===== src/hw/rtl/ppp_pkg.sv =====
package ppp_pkg;

  // Fixed field widths of the stream payloads.
  localparam int FIELD_W = 32;
  localparam int IDX_W   = 6;
  localparam int CNT_W   = 7;
  localparam int IN_W    = 328;
  localparam int OUT_W   = 72;

  // Internal arithmetic widths.
  localparam int ACC_W = 50;   // product sums before saturation
  localparam int UVW_W = 47;   // homogeneous image coordinates
  localparam int QP_W  = 34;   // quaternion products after the Q2.30 shift
  localparam int RS_W  = 37;   // rotation entries before saturation
  localparam int FRAC  = 16;

  localparam logic signed [RS_W-1:0] ONE_Q30 = 37'sd1073741824;

  typedef enum logic [1:0] {
    OP_WRITE = 2'd0,
    OP_ONE   = 2'd1,
    OP_ALL   = 2'd2,
    OP_NONE  = 2'd3
  } op_t;

  typedef enum logic [1:0] {
    ST_OK         = 2'd0,
    ST_NOT_SETUP  = 2'd1,
    ST_RANGE      = 2'd2,
    ST_ZERO_DEPTH = 2'd3
  } status_t;

  typedef enum logic [2:0] {
    REG_CAM_R0A = 3'd0,
    REG_CAM_R0B = 3'd1,
    REG_CAM_R1A = 3'd2,
    REG_CAM_R1B = 3'd3,
    REG_CAM_R2A = 3'd4,
    REG_CAM_R2B = 3'd5,
    REG_COUNT   = 3'd6,
    REG_SETUP   = 3'd7
  } reg_idx_t;

  // Where a finished product sum is written.
  typedef enum logic [1:0] {
    DST_Q = 2'd0,
    DST_M = 2'd1,
    DST_P = 2'd2
  } dst_t;

  typedef struct packed {
    logic                      vld;
    logic                      first;
    logic                      last;
    logic                      sh30;
    logic signed [FIELD_W-1:0] init;
    dst_t                      kind;
    logic [3:0]                idx;
  } mul_tag_t;

endpackage


===== src/hw/rtl/ppp_div.sv =====
module ppp_div import ppp_pkg::*; (
  input  logic                      clk,
  input  logic                      rst,
  input  logic                      start,
  input  logic signed [UVW_W-1:0]   num_x,
  input  logic signed [UVW_W-1:0]   num_y,
  input  logic signed [UVW_W-1:0]   den,
  output logic                      done,
  output logic signed [FIELD_W-1:0] quo_x,
  output logic signed [FIELD_W-1:0] quo_y
);

  // Quotient bits worked out; anything above that saturates anyway.
  localparam int QB = FIELD_W + 1;
  localparam int DW = UVW_W + FRAC;

  logic                 busy;
  logic [5:0]           cnt;
  logic [UVW_W-1:0]     dmag;
  logic [UVW_W-1:0]     rem  [2];
  logic [QB-1:0]        dlo  [2];
  logic [QB-1:0]        quo  [2];
  logic                 ovf  [2];
  logic                 neg  [2];
  logic signed [UVW_W-1:0] num [2];
  logic [UVW_W-1:0]     nmag [2];
  logic [DW-1:0]        dvd  [2];
  logic [UVW_W:0]       r2   [2];
  logic [UVW_W:0]       r2d  [2];
  logic signed [FIELD_W-1:0] res [2];
  logic [UVW_W-1:0]     dmag_in;

  assign num[0]  = num_x;
  assign num[1]  = num_y;
  assign dmag_in = den[UVW_W-1] ? UVW_W'(-den) : UVW_W'(den);

  always_comb begin
    for (int l = 0; l < 2; l++) begin
      nmag[l] = num[l][UVW_W-1] ? UVW_W'(-num[l]) : UVW_W'(num[l]);
      dvd[l]  = {nmag[l], FRAC'(0)};
      r2[l]   = {rem[l], dlo[l][QB-1]};
      r2d[l]  = r2[l] - {1'b0, dmag};
    end
  end

  always_ff @(posedge clk) begin
    if (rst) begin
      busy <= 1'b0;
      done <= 1'b0;
      cnt  <= '0;
    end else begin
      done <= 1'b0;
      if (start) begin
        busy <= 1'b1;
        cnt  <= '0;
      end else if (busy) begin
        cnt <= cnt + 6'd1;
        if (cnt == 6'(QB - 1)) begin
          busy <= 1'b0;
          done <= 1'b1;
        end
      end
    end
  end

  always_ff @(posedge clk) begin
    if (start) begin
      dmag <= dmag_in;
      for (int l = 0; l < 2; l++) begin
        rem[l] <= UVW_W'(dvd[l][DW-1:QB]);
        dlo[l] <= dvd[l][QB-1:0];
        quo[l] <= '0;
        ovf[l] <= UVW_W'(dvd[l][DW-1:QB]) >= dmag_in;
        neg[l] <= num[l][UVW_W-1] ^ den[UVW_W-1];
      end
    end else if (busy) begin
      for (int l = 0; l < 2; l++) begin
        dlo[l] <= {dlo[l][QB-2:0], 1'b0};
        if (!r2d[l][UVW_W]) begin
          rem[l] <= r2d[l][UVW_W-1:0];
          quo[l] <= {quo[l][QB-2:0], 1'b1};
        end else begin
          rem[l] <= r2[l][UVW_W-1:0];
          quo[l] <= {quo[l][QB-2:0], 1'b0};
        end
      end
    end
  end

  // Sign and saturation of the unsigned quotient.
  always_comb begin
    for (int l = 0; l < 2; l++) begin
      if (neg[l]) begin
        if (ovf[l] || quo[l] > QB'(33'h080000000)) begin
          res[l] = {1'b1, {(FIELD_W-1){1'b0}}};
        end else begin
          res[l] = FIELD_W'(-quo[l]);
        end
      end else begin
        if (ovf[l] || quo[l] > QB'(33'h07fffffff)) begin
          res[l] = {1'b0, {(FIELD_W-1){1'b1}}};
        end else begin
          res[l] = FIELD_W'(quo[l]);
        end
      end
    end
  end

  assign quo_x = res[0];
  assign quo_y = res[1];

endmodule


===== config.mk =====
export PLATFORM = sky130hd
export DESIGN_NAME = ppp_div
export DESIGN_NICKNAME = d
export VERILOG_FILES = /design/src/hw/rtl/ppp_pkg.sv /design/src/hw/rtl/ppp_div.sv
export SDC_FILE = /design/constraint.sdc
export NUM_CORES = 1
export LEC_CHECK = 0
export CAP_MARGIN = 10
export CORE_MARGIN = 5
export CORE_UTILIZATION = 60
export DETAILED_ROUTE_END_ITERATION = 7
export DONT_BUFFER_PORTS = 1
export HOLD_SLACK_MARGIN = 0.02
export PLACE_DENSITY = 0.76
export SETUP_SLACK_MARGIN = 0.4
export SYNTH_ARGS = -nofsm -noshare
export SYNTH_HDL_FRONTEND = slang
export SYNTH_SLANG_ARGS = --single-unit

===== constraint.sdc =====
create_clock -name clk -period 14.6 [get_ports clk]
set_input_delay 4.38 -clock clk [delete_from_list [all_inputs] [get_ports clk]]
set_output_delay 4.38 -clock clk [all_outputs]
set_load 0.005 [all_outputs]

==> results.json <==
{
  "synth_seq_cells": 253,
  "place_area_mm2": 0.0227,
  "power_mw": 2.57,
  "crit_path_start_kind": "register",
  "period_minus_slack_ps": 9520,
  "ant_nets": 0,
  "synth_top_cell_by_area": "edfxtp_1",
  "antenna_cells": 0,
  "switchingPower_mw": 0.920,
  "clock_skew_ps": 24.2,
  "clock_sinks": 253,
  "period_share_pct": 65.2,
  "drt_iter0_markers": 1952,
  "p_per_area_mw_per_mm2": 109,
  "clock_latency_ps": 580,
  "yosysSeqAreaShare_pct": 33.4,
  "cp_max_fo": 32,
  "async_reset_ff_share_pct": 0,
  "start_util_pct": 61.1,
  "die_h_um": 204,
  "dp_hpwl_um": 49400,
  "clockBufferDepth": 3,
  "final_layout_size_suffix_gt1_share_pct": 4.29,
  "netlist_instances": 2608,
  "rsz0062_at_grt": "no",
  "cts_hold_repair.buffers": 0,
  "layout_common_cells": "edfxtp_1, o21ai_0, nand2_1",
  "yosysWarnings": 0,
  "antenna_found_initial": 0,
  "status": "complete, no violations",
  "synth_edf_count": 244,
  "setup_viol": 0,
  "drc": 0,
  "ios": 209,
  "core_mm2": 0.0368,
  "portBuffers": 0,
  "vias": 20300,
  "power_frac_comb_pct": 35.7,
  "max_slew_margin_pct": 22.4,
  "numCtsBuffers": 28,
  "drv_slew": 0,
  "design_area_mm2": 0.0236,
  "final_cell_count_no_fill": 3008,
  "maxCapViolCount": 0,
  "rows": 70,
  "p_sw_share_pct": 35.7,
  "tightest_slew_ps": 1160,
  "clk_pin_slew_ps": 60,
  "cts_resized": 0,
  "worst_ep_required_time_ps": 10220,
  "wl_per_cell_um": 21.8,
  "cell_internal_pwr_mw": 1.65,
  "dr.pass1.iters": 6,
  "ctsHtreeMaxLevel": 1,
  "final_common_cell": "edfxtp_1",
  "endpoint_kind": "primary output",
  "dpl.cell_count": 2958,
  "timing.fmax_mhz": 105,
  "nNetsFinal": 2829,
  "grt_max_degree": 131,
  "critical_path_class": "reg -> out",
  "p_clk_share_pct": 27.6,
  "setup_tns_ps": 0,
  "arrival_ps": 5140,
  "hold_path_depth": 2,
  "syn_avg_cell_area_um2": 8.61,
  "syn_to_final_growth_pct": 4.89,
  "synth_nets": 2917,
  "die-area_mm2": 0.0414,
  "syn_area_mm2": 0.0225,
  "ff2ff_path_depth": 14,
  "grt_pass1_wl_um": 103000,
  "seq_power_share_pct": 36.7,
  "cts_tree": "done",
  "viasPerCell": 6.76,
  "worstHoldPathType": "reg -> reg",
  "grt_usage_pct": 30.3,
  "synth_cell_types": 83,
  "yosys_most_used_dff": "edfxtp_1",
  "hold_viol": 0,
  "total_leakage_power_nw": 9.17,
  "synth.area.top_cells": "edfxtp_1, ha_1, xnor2_1, o21ai_0, a21oi_1",
  "die-width_um": 204,
  "wl_um": 65500,
  "ir_drop_v": 0.0000804,
  "post_cts_buffers": 0,
  "place_congestion": 0.966,
  "grt-ovfl-total": 0,
  "grt_pass1_vias": 19000,
  "clockRootBuffer": "clkbuf_16",
  "synth_top_area_share_pct": 32.6
}
registers in the layout (all words and copies together) (netlist names):
signal and flops:
done 1, quo 66, rem 94, dmag 47
cnt 6, neg 2, busy 1, ovf 2
dlo 34
routing by layer:
| metal | vias to the layer above | GRT usage (%) | share of wire, % |
|---|---|---|---|
| met1 | 9695 | 44.3 | 43 |
| met4 | 0 | 8.55 | 2.8 |
| li1 | 9562 | - | - |
| met2 | 961 | 46.5 | 44 |
| met5 | - | 0 | 0 |
| met3 | 119 | 5.28 | 10 |
path summary, 6_finish.rpt:
check	startpoint	to	slack [ps]
worst max-delay path	quo[1][1]$_DFFE_PP_	quo_y[2]	5080
worst min-delay path	cnt[5]$_SDFFE_PP0P_	cnt[5]$_SDFFE_PP0P_	500
worst max register to register	dmag[1]$_DFFE_PP_	rem[0][25]$_DFFE_PP_	9420
worst min register to register	cnt[5]$_SDFFE_PP0P_	cnt[5]$_SDFFE_PP0P_	500
layout make-up:
cell class              count  area, um^2
fillers                  3154       13200
well taps                 468         586
flip-flops and latches    253        7510
clock inverters            15         181
repair buffers             13        97.6
clock buffers              35         727
inverters                 142         533
multi-input cells        2082       13900
power by group through the flow:
stage	clock network, mW	logic, mW	registers, mW
2_1_floorplan	0	0.708	0.932
3_3_place_gp	0	0.872	0.955
3_5_place_dp	0	0.890	0.958
4_1_cts	0.721	0.901	0.944
5_1_grt	0.749	1.01	0.954
6_report	0.710	0.919	0.945
logic make-up (layout without fill, tap and decap cells):
kind of cell    Yosys count  count (layout)  share of synthesized area, %
compound gates          778             778                          22.2
xor+xnor                214             214                          8.34
fa+ha+maj               165             165                          9.26
buf+inv                 273             205                          4.66
flops                   253             253                          33.4
mux                      46              46                          2.11
simple gates            879             879                          20.0
worst max-delay path: stages, from the launching register on:
cell and delay [ps]:
edfxtp_1 450, inv_1 130, ha_1 210, nor3b_1 350, nand2_1 150, or4_1 550, nor4_1 330, nor3b_1 280
nand2_1 80, a211o_1 660, or2_2 660, o311ai_0 700
stage by stage:
stage	setup slack [ps]	hold slack (ps)	utilization, %
global placement	5700	472	61.6
detailed placement	5640	489	61.6
finish	5080	496	64.1
global route	4740	525	64.1
CTS	5120	500	64.1
floorplan	5950	443	-
Yosys cell counts (30+ instances only):
cell type,instances
nor3_1,64
nand4_1,51
o311ai_0,38
mux2i_1,36
nand3_1,66
a31oi_1,30
o31ai_1,45
edfxtp_1,244
clkbuf_1,114
o21ai_0,233
a21oi_1,175
ha_1,163
or3_1,51
xnor2_1,135
inv_1,142
nand2_1,218
xor2_1,79
nor2_1,173
and2_1,67
a21o_1,79
Power figures use the tool's default switching activity.
